$ cat src/rtl/msd_pkg.sv
package msd_pkg;

  // Longest code that can still decode; longer codes come out as unknown.
  localparam int MAX_CODE_SYMBOLS = 5;
  localparam int CODE_W = MAX_CODE_SYMBOLS;
  localparam int LEN_W = $clog2(MAX_CODE_SYMBOLS + 1);
  localparam int RUN_W = 3;
  localparam int QUEUE_DEPTH = 2;
  localparam int QPTR_W = $clog2(QUEUE_DEPTH);
  localparam int QCNT_W = $clog2(QUEUE_DEPTH + 1);

  localparam logic [7:0] SLASH_CHAR = 8'd47;
  localparam logic [7:0] DOT_CHAR = 8'd46;
  localparam logic [7:0] DASH_CHAR = 8'd45;
  localparam logic [7:0] SPACE_CHAR = 8'd32;
  localparam logic [7:0] PERIOD_CHAR = 8'd46;
  localparam logic [7:0] UNKNOWN_CHAR = 8'd255;
  localparam logic [7:0] LETTER_BASE = 8'd65;
  localparam logic [7:0] DIGIT_BASE = 8'd48;
  localparam int NUM_LETTERS = 26;
  localparam int TABLE_SIZE = 36;

  localparam logic [RUN_W-1:0] SPACE_RUN = RUN_W'(3);
  localparam logic [RUN_W-1:0] PERIOD_RUN = RUN_W'(5);
  localparam logic [RUN_W-1:0] RUN_LIMIT = RUN_W'(7);

  localparam logic KIND_CHAR = 1'b0;
  localparam logic KIND_END = 1'b1;

  // Code symbols, dot 0 and dash 1, first symbol most significant.
  localparam logic [7:0] MORSE_BITS [TABLE_SIZE] = '{
    8'b01, 8'b1000, 8'b1010, 8'b100, 8'b0, 8'b0010, 8'b110, 8'b0000, 8'b00,
    8'b0111, 8'b101, 8'b0100, 8'b11, 8'b10, 8'b111, 8'b0110, 8'b1101, 8'b010,
    8'b000, 8'b1, 8'b001, 8'b0001, 8'b011, 8'b1001, 8'b1011, 8'b1100,
    8'b11111, 8'b01111, 8'b00111, 8'b00011, 8'b00001, 8'b00000, 8'b10000,
    8'b11000, 8'b11100, 8'b11110
  };
  localparam logic [7:0] MORSE_LEN [TABLE_SIZE] = '{
    8'd2, 8'd4, 8'd4, 8'd3, 8'd1, 8'd4, 8'd3, 8'd4, 8'd2,
    8'd4, 8'd3, 8'd4, 8'd2, 8'd2, 8'd3, 8'd4, 8'd4, 8'd3,
    8'd3, 8'd1, 8'd3, 8'd4, 8'd3, 8'd4, 8'd4, 8'd4,
    8'd5, 8'd5, 8'd5, 8'd5, 8'd5, 8'd5, 8'd5,
    8'd5, 8'd5, 8'd5
  };

  typedef struct packed {
    logic [7:0] symbol;
    logic       final_symbol;
  } item_t;

  typedef struct packed {
    logic [7:0] character;
    logic       kind;
    logic       message_end;
    logic       last_of_run;
  } result_t;

  // All results caused by one input beat; pair is set when two are held.
  typedef struct packed {
    logic    pair;
    result_t first;
    result_t second;
  } entry_t;

  typedef struct packed {
    logic   valid;
    entry_t entry;
  } qport_t;

  function automatic logic [7:0] decode(logic [CODE_W-1:0] pat,
                                        logic [LEN_W-1:0] len, logic bad);
    logic [7:0] ch;
    ch = UNKNOWN_CHAR;
    if (!bad && len != '0) begin
      for (int i = 0; i < TABLE_SIZE; i++) begin
        if (MORSE_LEN[i] == 8'(len) && MORSE_BITS[i] == 8'(pat)) begin
          ch = (i < NUM_LETTERS) ? 8'(int'(LETTER_BASE) + i)
                                 : 8'(int'(DIGIT_BASE) + i - NUM_LETTERS);
        end
      end
    end
    return ch;
  endfunction

endpackage

$ cat src/rtl/morse_code_stream_decoder.sv
// Morse stream decoder. Message bytes enter as beats on the push/full side
// ('.' and '-' build a code, '/' separates, any other byte spoils the code;
// final_symbol marks the last byte), and decoded characters leave on the
// empty/pop side. The front stage takes one beat per cycle whenever full is
// low: it updates the pending code and slash-run count in the same cycle and
// forms all results of the beat (none, one or two) as a single queue entry.
// A two-entry queue separates it from the back stage, which hands out one
// result per pop, so a beat that makes k results takes k pops; the
// sustained rate is set by that single output register, one result per
// cycle while pop stays high, and input never stalls while the queue has
// room. Unknown, too long or empty codes give 255; three slashes give a
// space and five a period, both when the run ends. A final byte flushes
// the code, or, if nothing else comes out, yields a marker with kind set
// and character zero; the last result of the final beat carries message_end.
// On an empty block a beat's first result is written to the queue on
// accept, then loaded into the output register, from which it is popped.
module morse_code_stream_decoder (
  input  logic             clk,
  input  logic             rst,
  input  logic             push,
  output logic             full,
  input  msd_pkg::item_t   item,
  output logic             empty,
  input  logic             pop,
  output msd_pkg::result_t result
);

  msd_pkg::qport_t wr;    // entry from the front stage
  msd_pkg::qport_t head;  // oldest queued entry
  logic            rd;
  logic            accept;

  // beat accepted when the queue can take whatever it produces
  assign accept = push & ~full;

  msd_front u_front (
    .clk    (clk),
    .rst    (rst),
    .accept (accept),
    .item   (item),
    .wr     (wr)
  );

  msd_queue u_queue (
    .clk  (clk),
    .rst  (rst),
    .wr   (wr),
    .rd   (rd),
    .head (head),
    .full (full)
  );

  msd_back u_back (
    .clk    (clk),
    .rst    (rst),
    .head   (head),
    .rd     (rd),
    .pop    (pop),
    .empty  (empty),
    .result (result)
  );

endmodule

$ cat src/rtl/msd_front.sv
module msd_front (
  input  logic            clk,
  input  logic            rst,
  input  logic            accept,
  input  msd_pkg::item_t  item,
  output msd_pkg::qport_t wr
);

  logic [msd_pkg::CODE_W-1:0] code_pattern, code_pattern_next;
  logic [msd_pkg::LEN_W-1:0]  code_length, code_length_next;
  logic                       code_invalid, code_invalid_next;
  logic [msd_pkg::RUN_W-1:0]  slash_run, slash_run_next;

  logic                       is_slash, is_dot, is_dash, last;
  logic                       run_emit;
  logic [7:0]                 run_char;
  logic [msd_pkg::RUN_W-1:0]  run_inc;
  logic [msd_pkg::CODE_W-1:0] add_pattern;
  logic [msd_pkg::LEN_W-1:0]  add_length;
  logic                       add_invalid;
  logic [7:0]                 dec_old, dec_new;
  msd_pkg::result_t           res_a, res_b;

  always_comb begin
    is_slash = item.symbol == msd_pkg::SLASH_CHAR;
    is_dot   = item.symbol == msd_pkg::DOT_CHAR;
    is_dash  = item.symbol == msd_pkg::DASH_CHAR;
    last     = item.final_symbol;
    run_inc  = (slash_run == msd_pkg::RUN_LIMIT) ? slash_run
                                                 : msd_pkg::RUN_W'(slash_run + 1'b1);

    // code with this beat's symbol appended
    add_invalid = code_invalid | ~(is_dot | is_dash);
    add_pattern = code_pattern;
    add_length  = code_length;
    if (code_length < msd_pkg::LEN_W'(msd_pkg::MAX_CODE_SYMBOLS)) begin
      add_pattern = {code_pattern[msd_pkg::CODE_W-2:0], is_dash};
      add_length  = msd_pkg::LEN_W'(code_length + 1'b1);
    end else begin
      add_invalid = 1'b1;
    end

    dec_old = msd_pkg::decode(code_pattern, code_length, code_invalid);
    dec_new = msd_pkg::decode(add_pattern, add_length, add_invalid);

    code_pattern_next = code_pattern;
    code_length_next  = code_length;
    code_invalid_next = code_invalid;
    slash_run_next    = slash_run;
    wr       = '0;
    res_a    = '0;
    res_b    = '0;
    run_emit = 1'b0;
    run_char = msd_pkg::SPACE_CHAR;

    if (is_slash) begin
      if (slash_run == '0) begin
        res_a.character   = dec_old;
        res_a.kind        = msd_pkg::KIND_CHAR;
        res_a.last_of_run = 1'b1;
        res_a.message_end = last;
        wr.valid          = 1'b1;
        code_pattern_next = '0;
        code_length_next  = '0;
        code_invalid_next = 1'b0;
        slash_run_next    = msd_pkg::RUN_W'(1);
      end else begin
        slash_run_next = run_inc;
        if (last) begin
          wr.valid          = 1'b1;
          res_a.last_of_run = 1'b1;
          res_a.message_end = 1'b1;
          if (run_inc == msd_pkg::SPACE_RUN) begin
            res_a.character = msd_pkg::SPACE_CHAR;
            res_a.kind      = msd_pkg::KIND_CHAR;
          end else if (run_inc == msd_pkg::PERIOD_RUN) begin
            res_a.character = msd_pkg::PERIOD_CHAR;
            res_a.kind      = msd_pkg::KIND_CHAR;
          end else begin
            res_a.character = '0;
            res_a.kind      = msd_pkg::KIND_END;
          end
        end
      end
    end else begin
      // a code symbol first closes any slash run
      run_emit = (slash_run == msd_pkg::SPACE_RUN) || (slash_run == msd_pkg::PERIOD_RUN);
      if (slash_run == msd_pkg::PERIOD_RUN) run_char = msd_pkg::PERIOD_CHAR;
      slash_run_next    = '0;
      code_pattern_next = add_pattern;
      code_length_next  = add_length;
      code_invalid_next = add_invalid;
      if (last) begin
        res_b.character   = dec_new;
        res_b.kind        = msd_pkg::KIND_CHAR;
        res_b.last_of_run = 1'b1;
        res_b.message_end = 1'b1;
        wr.valid          = 1'b1;
        if (run_emit) begin
          res_a.character = run_char;
          res_a.kind      = msd_pkg::KIND_CHAR;
          wr.entry.pair   = 1'b1;
        end else begin
          res_a = res_b;
        end
      end else if (run_emit) begin
        res_a.character   = run_char;
        res_a.kind        = msd_pkg::KIND_CHAR;
        res_a.last_of_run = 1'b1;
        wr.valid          = 1'b1;
      end
    end

    if (last) begin
      code_pattern_next = '0;
      code_length_next  = '0;
      code_invalid_next = 1'b0;
      slash_run_next    = '0;
    end

    wr.entry.first  = res_a;
    wr.entry.second = res_b;
    wr.valid        = wr.valid & accept;
  end

  always_ff @(posedge clk) begin
    if (rst) begin
      code_pattern <= '0;
      code_length  <= '0;
      code_invalid <= 1'b0;
      slash_run    <= '0;
    end else if (accept) begin
      code_pattern <= code_pattern_next;
      code_length  <= code_length_next;
      code_invalid <= code_invalid_next;
      slash_run    <= slash_run_next;
    end
  end

endmodule

$ cat src/rtl/msd_queue.sv
module msd_queue (
  input  logic            clk,
  input  logic            rst,
  input  msd_pkg::qport_t wr,
  input  logic            rd,
  output msd_pkg::qport_t head,
  output logic            full
);

  msd_pkg::entry_t             mem [msd_pkg::QUEUE_DEPTH];
  logic [msd_pkg::QPTR_W-1:0]  wr_ptr, rd_ptr;
  logic [msd_pkg::QCNT_W-1:0]  count;
  logic                        do_rd;

  assign full       = count == msd_pkg::QCNT_W'(msd_pkg::QUEUE_DEPTH);
  assign head.valid = count != '0;
  assign head.entry = mem[rd_ptr];
  assign do_rd      = rd & head.valid;

  always_ff @(posedge clk) begin
    if (wr.valid) mem[wr_ptr] <= wr.entry;
  end

  always_ff @(posedge clk) begin
    if (rst) begin
      wr_ptr <= '0;
      rd_ptr <= '0;
      count  <= '0;
    end else begin
      if (wr.valid) wr_ptr <= msd_pkg::QPTR_W'(wr_ptr + 1'b1);
      if (do_rd) rd_ptr <= msd_pkg::QPTR_W'(rd_ptr + 1'b1);
      if (wr.valid && !do_rd) count <= msd_pkg::QCNT_W'(count + 1'b1);
      else if (!wr.valid && do_rd) count <= msd_pkg::QCNT_W'(count - 1'b1);
    end
  end

endmodule

$ cat src/rtl/msd_back.sv
module msd_back (
  input  logic             clk,
  input  logic             rst,
  input  msd_pkg::qport_t  head,
  output logic             rd,
  input  logic             pop,
  output logic             empty,
  output msd_pkg::result_t result
);

  msd_pkg::entry_t cur;
  logic            valid;
  logic            idx;
  logic            taken, at_tail, advance;

  assign empty   = ~valid;
  assign result  = idx ? cur.second : cur.first;
  assign taken   = pop & valid;
  assign at_tail = ~cur.pair | idx;
  assign advance = ~valid | (taken & at_tail);
  assign rd      = advance & head.valid;

  always_ff @(posedge clk) begin
    if (rd) cur <= head.entry;
  end

  always_ff @(posedge clk) begin
    if (rst) begin
      valid <= 1'b0;
      idx   <= 1'b0;
    end else if (advance) begin
      valid <= head.valid;
      idx   <= 1'b0;
    end else if (taken) begin
      idx <= 1'b1;
    end
  end

endmodule

$ cat config.mk
export PLATFORM = sky130hd
export DESIGN_NAME = morse_code_stream_decoder
export DESIGN_NICKNAME = d
export VERILOG_FILES = /design/src/rtl/msd_pkg.sv /design/src/rtl/morse_code_stream_decoder.sv /design/src/rtl/msd_front.sv /design/src/rtl/msd_queue.sv /design/src/rtl/msd_back.sv
export SDC_FILE = /design/constraint.sdc
export NUM_CORES = 1
export LEC_CHECK = 0
export ABC_AREA = 1
export ABC_CLOCK_PERIOD_IN_PS = 3400
export BUFFER_PORTS_ARGS = -buffer_cell sky130_fd_sc_hd__buf_4
export CAP_MARGIN = 20
export CORE_AREA = 10 10 111 113
export CTS_CLUSTER_DIAMETER = 50
export DETAILED_ROUTE_END_ITERATION = 8
export DIE_AREA = 0 0 121 123
export MAX_ROUTING_LAYER = met4
export PLACE_DENSITY = 0.66
export RECOVER_POWER = 25
export SYNTH_ARGS = -nofsm -noshare
export SYNTH_HDL_FRONTEND = slang
export SYNTH_SLANG_ARGS = --single-unit
$ cat constraint.sdc
create_clock -name clk -period 3.4 [get_ports clk]
set_input_delay 0.17 -clock clk [delete_from_list [all_inputs] [get_ports clk]]
set_output_delay 0.17 -clock clk [all_outputs]
set_load 0.02 [all_outputs]
# ---- Word-level counts from Yosys, hierarchy flattened
# Memories as Yosys holds them, arrays and structs flattened. A register that Yosys moved wholly into a read port is not among the register bits.
# Cells that the tools add are included.
dict set report word_totals {
  register_bits 18
  latchBits 0
  ramBits 46
  romBits 0
  input_bits 13
  output_inout_bits 13
  elab_cells 295
  mem_count 1
}
dict set report op_classes {
  n_addsub 6
  n_mul 0
  div 0
  magnitude_cmp 1
  eq_ne 58
  n_shift 0
  n_mux 116
  bitwise_logic 14
  n_reduce_logical 90
}
# name words word_bits rd rd_ports_with_merged_regs write_ports line_no
set memory_table {}
lappend memory_table {u_queue.mem 2 23 1 1 1 msd_queue.sv:10} ;# msd_pkg::entry_t mem [msd_pkg::QUEUE_DEPTH];
# cell n
set op_table {}
lappend op_table {{$mux W8} 74}
lappend op_table {{$logic_and A1 B1 Y1} 76}
lappend op_table {{$eq A4 B5 Y1 const A} 14}
lappend op_table {{$mux W11} 6}
lappend op_table {{$eq A5 B5 Y1 const A} 10}
lappend op_table {{$eq A3 B5 Y1 const A} 8}
lappend op_table {{$mux W9} 4}
lappend op_table {{$eq A8 B6 Y1 const B} 3}
lappend op_table {{$mux W3} 8}
lappend op_table {{$eq A2 B5 Y1 const A} 4}
lappend op_table {{$mux W5} 4}
lappend op_table {{$mux W1} 15}
lappend op_table {{$eq A2 B3 Y1 const A} 4}
lappend op_table {{$eq A3 B3 Y1 const A} 4}
lappend op_table {{$eq A1 B5 Y1 const A} 2}
lappend op_table {{$logic_not A5 Y1} 2}
lappend op_table {{$eq A3 B3 Y1 const B} 3}
lappend op_table {{$mux W7} 1}
lappend op_table {{$add A3 B1 Y3 const B} 2}
lappend op_table {{$and A1 B1 Y1} 6}
lappend op_table {{$eq A1 B3 Y1 const A} 2}
lappend op_table {{$eq A3 B2 Y1 const B} 2}
lappend op_table {{$mux W2} 3}
lappend op_table {{$reduce_bool A3 Y1} 2}
lappend op_table {{other kinds (15)} 26}

# ---- Longest topological paths before layout
# Gate-level depths: netlist of run 1.
dict set report depth {
  ltp_word 44
  depth_mapped 23
  ltp_nobuf 23
}

# ---- Cells and area by module
# Synthesis of run 1 repeated with hierarchy kept, for this count alone.
dict set report unflattened {
  cells_unflattened 636
  hier_area_um2 5260.0
}
# module instances cells_each area_each_um2 seq_area_each_um2
set modules_own_cells {}
lappend modules_own_cells {msd_front 1 457 2419.8 240.2}
lappend modules_own_cells {msd_queue 1 106 1894.3 1481.4}
lappend modules_own_cells {msd_back 1 71 935.9 730.7}
lappend modules_own_cells {morse_code_stream_decoder 1 2 10.0 0.0}

# ---- Worst setup path after synthesis of run 1
# OpenSTA, ideal clock, no wires.
dict set report synth_timing {
  path_kind {input to register}
  start {input item[5] (netlist bit)}
  end {memory u_queue.mem[1][10] (netlist bit) (enable)}
  setup_time_ns 0.400
  t_arrival_ns 2.341
  required_time_ns 3.000
  setup_slack_ns 0.658
  cell_stages 11
  n_path_buf 0
  path_cell_list {inv_1 -> nand2_1 -> nor2_1 -> inv_1 -> nor3_1 -> inv_1 -> nor2_1 -> inv_1 -> nand3_1 -> nand2_1 -> nor2_1}
}
dict set report synth_between {
  elab_chain_len 5
}
# element line_no
set synth_rtl {}
lappend synth_rtl {{from (decl)} morse_code_stream_decoder.sv:22} ;# input msd_pkg::item_t item,
lappend synth_rtl {{$eq A8 B6 Y1} msd_front.sv:25} ;# is_slash = item.symbol == msd_pkg::SLASH_CHAR;
lappend synth_rtl {{$mux W1} msd_front.sv:56} ;# if (is_slash) begin
lappend synth_rtl {{$and A1 B1 Y1} msd_front.sv:123} ;# wr.valid = wr.valid & accept;
lappend synth_rtl {{$mux W1} msd_queue.sv:21} ;# if (wr.valid) mem[wr_ptr] <= wr.entry;
lappend synth_rtl {{$mux W1 (implied by the code)} msd_queue.sv:21}
lappend synth_rtl {{to (decl)} msd_queue.sv:10}
# Every way passes these cells.

==> results of run 1 <==
-- flip-flops by register name (all words and copies together), names as in the netlist, 2 cells and up --
signal                cells
u_front.code_length       3
u_front.slash_run         3
u_front.code_pattern      5
u_back.cur               21
u_queue.mem              42
u_queue.count             2
-- synth_stat cells, types with 2 or more instances --
library cell,count,area (µm²)
sky130_fd_sc_hd__o21ai_2,3,26.28
sky130_fd_sc_hd__nor4_1,4,25.02
sky130_fd_sc_hd__inv_1,91,341.6
sky130_fd_sc_hd__and2_1,2,12.51
sky130_fd_sc_hd__edfxtp_1,63,1892
sky130_fd_sc_hd__nand2_2,11,68.82
sky130_fd_sc_hd__nand3_1,45,225.2
sky130_fd_sc_hd__nand2_4,5,56.30
sky130_fd_sc_hd__ha_1,11,137.6
sky130_fd_sc_hd__o2111ai_1,2,17.52
sky130_fd_sc_hd__nor2_2,5,31.28
sky130_fd_sc_hd__a21oi_2,2,17.52
sky130_fd_sc_hd__nand4_1,13,81.33
sky130_fd_sc_hd__nand2_1,195,732.0
sky130_fd_sc_hd__nand3_2,4,40.04
sky130_fd_sc_hd__o21ai_0,31,155.2
sky130_fd_sc_hd__a211oi_1,3,22.52
sky130_fd_sc_hd__inv_2,11,41.29
sky130_fd_sc_hd__nor3_2,4,40.04
sky130_fd_sc_hd__o211ai_1,2,15.01
sky130_fd_sc_hd__a21oi_1,19,95.09
sky130_fd_sc_hd__o22ai_1,8,50.05
sky130_fd_sc_hd__clkbuf_1,8,30.03
sky130_fd_sc_hd__nor3_1,12,60.06
sky130_fd_sc_hd__dfxtp_1,18,360.4
sky130_fd_sc_hd__nor2_1,76,285.3
-- where the power goes --
part	switching, mW	internal [mW]
sequential	0.0601	1.34
clock	0.363	0.264
combinational	0.599	0.249
-- per-stage QoR --
step | cells | worst slack, ns | hold WS (ns) | power [mW]
final | 836 | 0.4168 | 0.09999 | 2.874
after global routing | 836 | 0.1849 | 0.1133 | 3.066
after detailed placement | 819 | 0.6384 | 0.3686 | 2.334
after global placement | 819 | 0.7372 | 0.3630 | 2.311
after CTS | 836 | 0.6208 | 0.08561 | 2.955
after floorplan | 662 | 0.6585 | 0.2391 | 2.007
-- routing by layer --
metal / vias to the layer above / GRT usage / share of wire / wire, µm
li1: 2228 / - / - / -
met2: 171 / 0.2759 / 0.49 / 5774
met5: - / - / 0 / 0
met4: 0 / 0.09502 / 0.027 / 317
met1: 2008 / 0.1904 / 0.43 / 5045
met3: 29 / 0.02689 / 0.061 / 725
-- worst paths after layout --
kind                                   end                              start
min                u_back.idx$_SDFFE_PP0P_                                pop
max reg2reg  u_queue.count[1]$_SDFFE_PP0P_  u_front.slash_run[1]$_SDFFE_PP0P_
max          u_queue.count[1]$_SDFFE_PP0P_  u_front.slash_run[1]$_SDFFE_PP0P_
min reg2reg       u_back.cur[15]$_DFFE_PP_       u_queue.mem[0][15]$_DFFE_PP_
-- timing repair --
action | in CTS | in global routing
hold buffers | 1 | 0
resized for setup | 0 | 0
hold endpoints to repair | 2 | 0
-- critical path, stage by stage (launching register included) --
cell                      delay, ns
sky130_fd_sc_hd__dfxtp_1       0.35
sky130_fd_sc_hd__inv_1         0.08
sky130_fd_sc_hd__ha_1          0.20
sky130_fd_sc_hd__o21ai_0       0.83
sky130_fd_sc_hd__inv_1         0.21
sky130_fd_sc_hd__nand2_1       0.16
sky130_fd_sc_hd__nand3_1       0.10
sky130_fd_sc_hd__nand2_1       0.11
sky130_fd_sc_hd__inv_1         0.06
sky130_fd_sc_hd__ha_1          0.30
sky130_fd_sc_hd__a21oi_1       0.12
sky130_fd_sc_hd__o21ai_0       0.12
sky130_fd_sc_hd__o21ai_0       0.17
sky130_fd_sc_hd__a21oi_1       0.06
-- cell type report --
class,instances,area share
clock buffer,9,0.02261
clock inverter,7,0.008451
inverter,103,0.07058
multi-input combinational,469,0.4207
sequential,81,0.4111
tap,136,0.03106
timing repair buffer,31,0.03540
-- cells by family (layout without fill, tap and decap cells) --
group	after synthesis	in the layout	share of synthesized area
AND/OR/NAND/NOR	380	380	0.3423
AO/OA/AOI/OAI	78	78	0.09299
buffers and inverters	112	150	0.08469
adder cells (fa/ha/maj)	11	11	0.02764
flip-flops	81	81	0.4524
-- cell usage in the layout, fill, tap and decap left out, drive strengths merged --
cell type	count
a211oi	3
a21boi	1
a21oi	21
a22oi	1
a31o	1
a31oi	2
a41oi	1
and2	3
buf	18
clkbuf	21
clkinv	5
clkinvlp	2
dfxtp	18
dlygate4sd3	1
edfxtp	63
ha	11
inv	103
nand2	211
nand3	50
nand4	14
nor2	81
nor3	16
nor3b	1
nor4	4
o2111ai	2
o211ai	2
o21ai	35
o22ai	8
o31ai	1
==> metrics.sh, run 1 <==
SYNTH_ENABLE_FLOP_CELLS=63
GLOBAL_ROUTE.USAGE.TOTAL=0.1671
CTS-BUFFERS-INSERTED=9
FINAL_NETS=719
REG2REG_DEPTH=13
INITIALDRTVIOLATIONCOUNT=400
DIE_W_UM=121
FINAL_CELL_AREA_UM2=5478
POSTCTSSETUPBUFFERS=0
IOPINCOUNT=26
DRT_DRC_VIOLATIONS_LEFT=0
SYNTHESIS.AREA_PER_INSTANCE_UM2=7.520
FINAL_PERIOD_MINUS_WORST_SETUP_SLACK_NS=2.983
WS_PATH_TYPE='register to register'
DP_HPWL_UM=9220
REPORT.FINAL.SETUP_VIOL=0
DRT_PASS1_ITERATIONS=5
IO_BUFFER_COUNT=25
TIMING.SLEW.HEADROOM=0.2973
FINAL_LAYOUT_SIZE_SUFFIX_GT1_FRAC=0.1200
YS_SEQ_AREA_FRAC=0.4524
GRT_PASS1_VIAS=4253
POST_SYNTHESIS_ASYNC_SET_OR_RESET_FLOP_SHARE=0
DRT-WIRELENGTH-PER-CELL_UM=14.19
GLOBALROUTE.TOTALOVERFLOW=0
ROW_COUNT=37
CP_DATA_ARRIVAL_TIME_NS=3.22
VDD.IR_DROP.WORST_uV=308.1
ROUTED-VIA-COUNT=4436
FINAL.PERIOD_UTILIZATION=0.8774
POSTSYNTHNETCOUNT=686
TRITONCTS='done'
GRT_FIRST_PASS_WIRELENGTH_UM=19690
CLKSLEWWORSTSETUPHOLDPATHS_NS=0.09
CTS.HTREE.LEVELS=3
CAP_VIOL_MAX_COUNT=0
FMAX_MHz=335.2
ROOT_BUFFER='sky130_fd_sc_hd__clkbuf_8'
AREA_GROWTH_SYN_TO_LAYOUT_PCT=10.03
FINALWIRELENGTH_UM=11860
POWER_DENSITY_nW_PER_UM2=524.6
SETUP-TNS-FINAL_NS=0
CLOCK_SINK_COUNT=81
DETAIL-ROUTE-ANTENNA-NETS=0
PIN_COUNT_OF_THE_BIGGEST_NET_ENTERING_GLOBAL_ROUTING=25
CORE_AREA_UM2=10140
FINALCOREUTILIZATION=0.5403
FF_LATCH_AREA_UM2=2252
FLOORPLAN.DIE_AREA_UM2=14880
DIEHEIGHT_UM=123
SLEW_AT_THE_PIN_CLOSEST_TO_ITS_MAX_SLEW_LIMIT_NS=1.043
RUN_STATUS='completed'
SYNTH.LIB_CELLS_USED.DISTINCT=40
POST_DP_CELL_AREA_UM2=5343
GPL.FINAL_WEIGHTED_CONGESTION=1.021
CLOCK_PATH_BUFFERS=2
WORST_ENDPOINT_REQUIRED_TIME_NS=3.64
YOSYS_REGISTER_BITS=81
SYNTHESIS.AREA_UM2=4979
ANTENNADIODECOUNT=0
ROUTED_VIAS_INST=5.306
RSZ0062_AT_GRT='false'
AREA_OCCUPIED_BY_MULTI_INPUT_GATES_UM2=2305
ANTENNA_FOUND_INITIAL=0
HOLD_PATH_CLASS='input pin to register'
TIMING.REG2REG.SETUP_SLACK_NS=0.42
SYNTHCELLS=662
TIMING_MAX_TRANSITION_VIOLATIONS_FINAL=0
CRITPATHCAPTURETYPE='register'
FLOORPLAN.INITIALDENSITY=0.4911
TIMING.CRITICAL_PATH.FANOUT_MAX=8
SYNTH_TOP_FLOP_CELL='sky130_fd_sc_hd__edfxtp_1'
WORST_CLOCK_SKEW_NS=0.01436
YOSYSWARNINGCOUNT=0
TIMING.FINAL.HOLD_VIOLATIONS=0
HOLD_DEPTH=3
WORSTSETUPSTARTPOINTTYPE='register'
INSERTION_DELAY_NS=0.35
NUMBER_OF_FILL_CELLS=994
LEAKAGE_DISSIPATION_nW=2.476
Power figures use the tool's default switching activity.
==> inputs of run 2 (changes only) <==
--- a/config.mk
+++ b/config.mk
@@ -15,7 +15,7 @@
 export DIE_AREA = 0 0 121 123
 export MAX_ROUTING_LAYER = met4
 export PLACE_DENSITY = 0.66
-export RECOVER_POWER = 25
+export RECOVER_POWER = 100
 export SYNTH_ARGS = -nofsm -noshare
 export SYNTH_HDL_FRONTEND = slang
 export SYNTH_SLANG_ARGS = --single-unit
==> metrics.sh, run 2 (same netlist as run 1, synthesis figures left out) <==
RUN_STATUS='completed'
POST_CTS_RESIZE_COUNT=0
FINAL_LAYOUT_SIZE_SUFFIX_GT1_FRAC=0.1000
IOPINCOUNT=26
ANTENNADIODECOUNT=0
GLOBALROUTE.TOTALOVERFLOW=0
CTS.HTREE.LEVELS=3
PIN_COUNT_OF_THE_BIGGEST_NET_ENTERING_GLOBAL_ROUTING=25
TIMING.FINAL.HOLD_VIOLATIONS=0
FLOORPLAN.INITIALDENSITY=0.4911
WORST_SLACK_NS=0.4133
TRITONCTS='done'
POWER_DENSITY_nW_PER_UM2=524.8
CORE_AREA_UM2=10140
DP_HPWL_UM=9220
FINAL.PERIOD_UTILIZATION=0.8785
CP.BUFFERS_INVERTERS=3
DRT_PASS1_ITERATIONS=5
FMAX_MHz=334.8
DIE_W_UM=121
FINAL_PERIOD_MINUS_WORST_SETUP_SLACK_NS=2.987
IO_BUFFER_COUNT=25
DIEHEIGHT_UM=123
ROOT_BUFFER='sky130_fd_sc_hd__clkbuf_8'
CLKSLEWWORSTSETUPHOLDPATHS_NS=0.09
CTS-BUFFERS-INSERTED=9
REG_TOP3='u_queue.mem (42), u_back.cur (21), u_front.code_pattern (5)'
HOLD_WS_NS=0.09755
ANTENNA_FOUND_INITIAL=0
WS_PATH_TYPE='register to register'
TIMING.CRITICAL_PATH.FANOUT_MAX=8
HOLD_PATH_CLASS='input pin to register'
WORSTSETUPSTARTPOINTTYPE='register'
POST-LAYOUT-TOTAL-POWER_mW=2.851
FINALWIRELENGTH_UM=11930
ROW_COUNT=37
WORST_ENDPOINT_REQUIRED_TIME_NS=3.64
DETAIL-ROUTE-ANTENNA-NETS=0
TIMING_MAX_TRANSITION_VIOLATIONS_FINAL=0
FINALCOREUTILIZATION=0.5359
REPORT.FINAL.SETUP_VIOL=0
LAYOUT_COMMONEST_CELL='sky130_fd_sc_hd__nand2_1'
LARGEST_REGISTER='u_queue.mem'
CP_SLOWEST_STAGE_DELAY_NS=0.83
MAX_REG_FLOPS=42
TIMING.SLEW.HEADROOM=0.2977
DRT_DRC_VIOLATIONS_LEFT=0
ROUTED_VIAS_INST=5.317
FINAL_NETS=719
CAP_VIOL_MAX_COUNT=0
TIMING.CRITICAL_PATH.CELLS='inv_1 > ha_1 > o21ai_0 > inv_1 > nand2_1 > nand3_1 > nand2_1 > inv_1 > ha_1 > a21oi_1 > o21ai_0 > o21ai_0 > a21oi_1'
LAYOUT_COMMON_CELLS='sky130_fd_sc_hd__nand2_1 (199), sky130_fd_sc_hd__inv_1 (94), sky130_fd_sc_hd__nor2_1 (77)'
INITIALDRTVIOLATIONCOUNT=355
CLOCK_SINK_COUNT=81
ROUTED-VIA-COUNT=4445
WORST_CLOCK_SKEW_NS=0.01476
INSERTION_DELAY_NS=0.36
SLEW_AT_THE_PIN_CLOSEST_TO_ITS_MAX_SLEW_LIMIT_NS=1.042
GRT_PASS1_VIAS=4253
GPL.FINAL_WEIGHTED_CONGESTION=1.021
AREA_GROWTH_SYN_TO_LAYOUT_PCT=9.123
VDD.IR_DROP.WORST_uV=308.7
LEAKAGE_DISSIPATION_nW=2.459
CRIT_PATH_TOP_DELAY_CELL='sky130_fd_sc_hd__o21ai_0'
DRT-WIRELENGTH-PER-CELL_UM=14.26
CP_DATA_ARRIVAL_TIME_NS=3.23
PLACE_WORST_SETUP_SLACK_NS=0.6384
GLOBAL_ROUTE.USAGE.TOTAL=0.1671
FLOORPLAN.DIE_AREA_UM2=14880
SETUP-TNS-FINAL_NS=0
CLOCK_PATH_BUFFERS=2
GRT_FIRST_PASS_WIRELENGTH_UM=19690
CP_TOP_FAMILY='compound AO/OA/AOI/OAI gates'
CRITPATHCAPTURETYPE='register'
RSZ0062_AT_GRT='false'
-- run 2: changes by cell type in the layout (fill, tap and decap cells not counted) --
| cell | delta |
|---|---|
| sky130_fd_sc_hd__o21ai_0 | +3 |
| sky130_fd_sc_hd__o21ai_2 | -2 |
| sky130_fd_sc_hd__nand2_4 | -1 |
| sky130_fd_sc_hd__buf_4 | -6 |
| sky130_fd_sc_hd__nand2_1 | +4 |
| sky130_fd_sc_hd__nor2_2 | -1 |
| sky130_fd_sc_hd__clkbuf_1 | +4 |
| sky130_fd_sc_hd__inv_2 | -3 |
| sky130_fd_sc_hd__o21ai_1 | -1 |
| sky130_fd_sc_hd__inv_1 | +3 |
| sky130_fd_sc_hd__nor2_1 | +1 |
| sky130_fd_sc_hd__nand2_2 | -3 |
| sky130_fd_sc_hd__clkbuf_2 | +2 |
-- run 2: worst paths after layout --
path | from | to | slack (ns) | cells past startpoint
worst min register to register | u_queue.mem[0][15]$_DFFE_PP_ | u_back.cur[15]$_DFFE_PP_ | 0.51 | 2
worst max register to register | u_front.slash_run[1]$_SDFFE_PP0P_ | u_queue.count[1]$_SDFFE_PP0P_ | 0.41 | 13
worst min-delay path | pop | u_back.idx$_SDFFE_PP0P_ | 0.1 | 3
worst max-delay path | u_front.slash_run[1]$_SDFFE_PP0P_ | u_queue.count[1]$_SDFFE_PP0P_ | 0.41 | 13
-- run 2: timing repair --
action | 4_1_cts | 5_1_grt
setup endpoints to repair | 0 | 0
hold buffers | 1 | 0
endpoints found under the hold margin | 2 | 0
setup buffers | 0 | 0
-- run 2: cell type report --
| cell class | count | area, µm² |
|---|---|---|
| clock buffers | 9 | 123.9 |
| clock inverters | 7 | 46.29 |
| fillers | 1009 | 4706 |
| inverters | 103 | 386.6 |
| multi-input cells | 469 | 2280 |
| flip-flops and latches | 81 | 2252 |
| well taps | 136 | 170.2 |
| repair buffers | 31 | 173.9 |
-- run 2: worst min-delay path: cells and delay by family --
family | cells | cell delay (ns)
simple gates | 1 | 0.10
buf+inv | 1 | 0.08
compound gates | 1 | 0.06
-- run 2: report_power, final --
group / internal [mW] / switching (mW) / total [mW]
clock network: 0.264 / 0.363 / 0.627
logic: 0.225 / 0.601 / 0.826
registers: 1.34 / 0.0596 / 1.40
total: 1.83 / 1.02 / 2.85
-- run 2: stage by stage --
stage,instances,instance area [µm²]
floorplan,662,4979
global placement,819,5343
detailed placement,819,5343
CTS,836,5523
global route,836,5433
finish,836,5433
-- run 2: layer usage --
metal  global-route usage  routed length (µm)  vias to the layer above
li1                     -                   -                     2227
met1               0.1904                5148                     2010
met2               0.2759                5780                      170
met3              0.02689                 629                       38
met4              0.09502                 367                        0
met5                    -                   0                        -
==> inputs of run 3 (changes only) <==
==> constraint.sdc (replaced) <==
create_clock -name clk -period 3.4 [get_ports clk]
set_input_delay 0 -clock clk [delete_from_list [all_inputs] [get_ports clk]]
set_output_delay 0 -clock clk [all_outputs]
set_load 0.02 [all_outputs]
==> metrics.sh, run 3 (same netlist as run 1, synthesis figures left out) <==
DRT_PASS1_ITERATIONS=7
FINAL_NETS=721
LAYOUT_COMMONEST_CELL='sky130_fd_sc_hd__nand2_1'
AREA_GROWTH_SYN_TO_LAYOUT_PCT=9.525
FLOORPLAN.DIE_AREA_UM2=14880
CLOCK_SINK_COUNT=81
POST_CTS_RESIZE_COUNT=0
REG_TOP3='u_queue.mem (42), u_back.cur (21), u_front.code_pattern (5)'
HOLD_DEPTH=3
GPL.FINAL_WEIGHTED_CONGESTION=1.021
GLOBALROUTE.TOTALOVERFLOW=0
DETAIL-ROUTE-ANTENNA-NETS=0
ANTENNA_FOUND_INITIAL=0
CRITPATHCAPTURETYPE='register'
SETUP-TNS-FINAL_NS=0
HOLD_PATH_CLASS='input pin to register'
DRT-WIRELENGTH-PER-CELL_UM=14.22
CAP_VIOL_MAX_COUNT=0
IOPINCOUNT=26
WORST_ENDPOINT_REQUIRED_TIME_NS=3.64
ROUTED_VIAS_INST=5.307
MAX_REG_FLOPS=42
INSERTION_DELAY_NS=0.35
DRT_DRC_VIOLATIONS_LEFT=0
FMAX_MHz=335.0
TRITONCTS='done'
TIMING.SLEW.HEADROOM=0.2971
GRT_PASS1_VIAS=4270
FLOORPLAN.INITIALDENSITY=0.4911
LAYOUT_COMMON_CELLS='sky130_fd_sc_hd__nand2_1 (199), sky130_fd_sc_hd__inv_1 (94), sky130_fd_sc_hd__nor2_1 (77)'
CRIT-REG2REG-CAPTURE='u_queue.count[1]$_SDFFE_PP0P_'
DIE_W_UM=121
GRT_FIRST_PASS_WIRELENGTH_UM=19750
FINALWIRELENGTH_UM=11920
CLOCK_PATH_BUFFERS=2
FINALCOREUTILIZATION=0.5378
CP_DATA_ARRIVAL_TIME_NS=3.23
CTS.HTREE.LEVELS=3
WS_PATH_TYPE='register to register'
CORE_AREA_UM2=10140
TIMING_MAX_TRANSITION_VIOLATIONS_FINAL=0
REPORT.FINAL.SETUP_VIOL=0
DIEHEIGHT_UM=123
RUN_STATUS='completed'
WORSTSETUPSTARTPOINTTYPE='register'
DP_HPWL_UM=9220
TIMING.CRITICAL_PATH.FANOUT_MAX=8
FINAL.PERIOD_UTILIZATION=0.8781
POSTCTSSETUPBUFFERS=0
REG_TO_REG_CRITICAL_PATH_STARTPOINT='u_front.slash_run[1]$_SDFFE_PP0P_'
WORST_CLOCK_SKEW_NS=0.01547
ROOT_BUFFER='sky130_fd_sc_hd__clkbuf_8'
LEAKAGE_DISSIPATION_nW=2.469
CTS-BUFFERS-INSERTED=9
PIN_COUNT_OF_THE_BIGGEST_NET_ENTERING_GLOBAL_ROUTING=25
VDD.IR_DROP.WORST_uV=322.0
IO_BUFFER_COUNT=25
FINAL_PERIOD_MINUS_WORST_SETUP_SLACK_NS=2.985
POWER_DENSITY_nW_PER_UM2=524.0
ROW_COUNT=37
LARGEST_REGISTER='u_queue.mem'
NUMBER_OF_BUFFERS_INSERTED_BY_HOLD_REPAIR_AT_CTS=3
ANTENNADIODECOUNT=0
SLEW_AT_THE_PIN_CLOSEST_TO_ITS_MAX_SLEW_LIMIT_NS=1.043
RSZ0062_AT_GRT='false'
REG2REG_DEPTH=13
GLOBAL_ROUTE.USAGE.TOTAL=0.1675
TIMING.FINAL.HOLD_VIOLATIONS=0
FINAL_LAYOUT_SIZE_SUFFIX_GT1_FRAC=0.09972
HOLD-PATH-ENDPOINT='u_front.slash_run[2]$_SDFFE_PP0P_'
ROUTED-VIA-COUNT=4447
TIMING.REG2REG.SETUP_SLACK_NS=0.41
HOLDCRITSTARTPOINT='push'
CLKSLEWWORSTSETUPHOLDPATHS_NS=0.09
INITIALDRTVIOLATIONCOUNT=360
run 3: cell type report:
| class | instances | area (µm²) |
|---|---|---|
| Fill cell | 1007 | 4686 |
| Multi-Input combinational cell | 469 | 2280 |
| Sequential cell | 81 | 2252 |
| Inverter | 103 | 386.6 |
| Timing Repair Buffer | 33 | 193.9 |
| Tap cell | 136 | 170.2 |
| Clock buffer | 9 | 123.9 |
| Clock inverter | 7 | 46.29 |
run 3: where the power goes:
group / total (mW) / internal, mW / leakage (nW) / switching [mW]
Combinational: 0.834 / 0.231 / 1.65 / 0.603
Sequential: 1.40 / 1.34 / 0.735 / 0.0596
Clock: 0.625 / 0.264 / 0.0830 / 0.361
run 3: worst max-delay path, cell delays in order, from the launching register on:
cell	delay (ns)
sky130_fd_sc_hd__dfxtp_1	0.36
sky130_fd_sc_hd__inv_1	0.08
sky130_fd_sc_hd__ha_1	0.20
sky130_fd_sc_hd__o21ai_0	0.83
sky130_fd_sc_hd__inv_1	0.21
sky130_fd_sc_hd__nand2_1	0.17
sky130_fd_sc_hd__nand3_1	0.10
sky130_fd_sc_hd__nand2_1	0.11
sky130_fd_sc_hd__inv_1	0.06
sky130_fd_sc_hd__ha_1	0.30
sky130_fd_sc_hd__a21oi_1	0.12
sky130_fd_sc_hd__o21ai_0	0.12
sky130_fd_sc_hd__o21ai_0	0.17
sky130_fd_sc_hd__a21oi_1	0.06
run 3: stage by stage:
| stage | setup WS, ns | area (µm²) | power [mW] | hold slack (ns) | cells |
|---|---|---|---|---|---|
| 6_report | 0.4146 | 5453 | 2.857 | 0.05014 | 838 |
| 5_1_grt | 0.1583 | 5453 | 3.049 | 0.06846 | 838 |
| 4_1_cts | 0.6208 | 5543 | 2.963 | 0.03849 | 838 |
| 3_5_place_dp | 0.6384 | 5343 | 2.334 | 0.1986 | 819 |
| 3_3_place_gp | 0.7372 | 5343 | 2.311 | 0.1930 | 819 |
| 2_1_floorplan | 0.6902 | 4979 | 2.007 | 0.06907 | 662 |
run 3: worst max-delay path by stage:
stage                                             start                       endpoint  slack, ns
detailed placement  u_front.code_length[0]$_SDFFE_PP0P_   u_queue.mem[0][18]$_DFFE_PP_       0.64
floorplan                     u_back.valid$_SDFFE_PP0N_  u_queue.count[1]$_SDFFE_PP0P_       0.69
global placement    u_front.code_length[0]$_SDFFE_PP0P_   u_queue.mem[0][17]$_DFFE_PP_       0.74
finish                u_front.slash_run[1]$_SDFFE_PP0P_  u_queue.count[1]$_SDFFE_PP0P_       0.41
global route        u_front.code_length[0]$_SDFFE_PP0P_   u_queue.mem[0][18]$_DFFE_PP_       0.16
CTS                 u_front.code_length[0]$_SDFFE_PP0P_   u_queue.mem[0][18]$_DFFE_PP_       0.62
run 3: metal layers:
| layer | routed length, µm | vias to the layer above | share of wire | track usage |
|---|---|---|---|---|
| met2 | 5761 | 178 | 0.48 | 0.2765 |
| met4 | 365 | 0 | 0.031 | 0.09502 |
| met3 | 691 | 36 | 0.058 | 0.02689 |
| met1 | 5101 | 2000 | 0.43 | 0.1909 |
| li1 | - | 2233 | - | - |
| met5 | 0 | - | 0 | - |
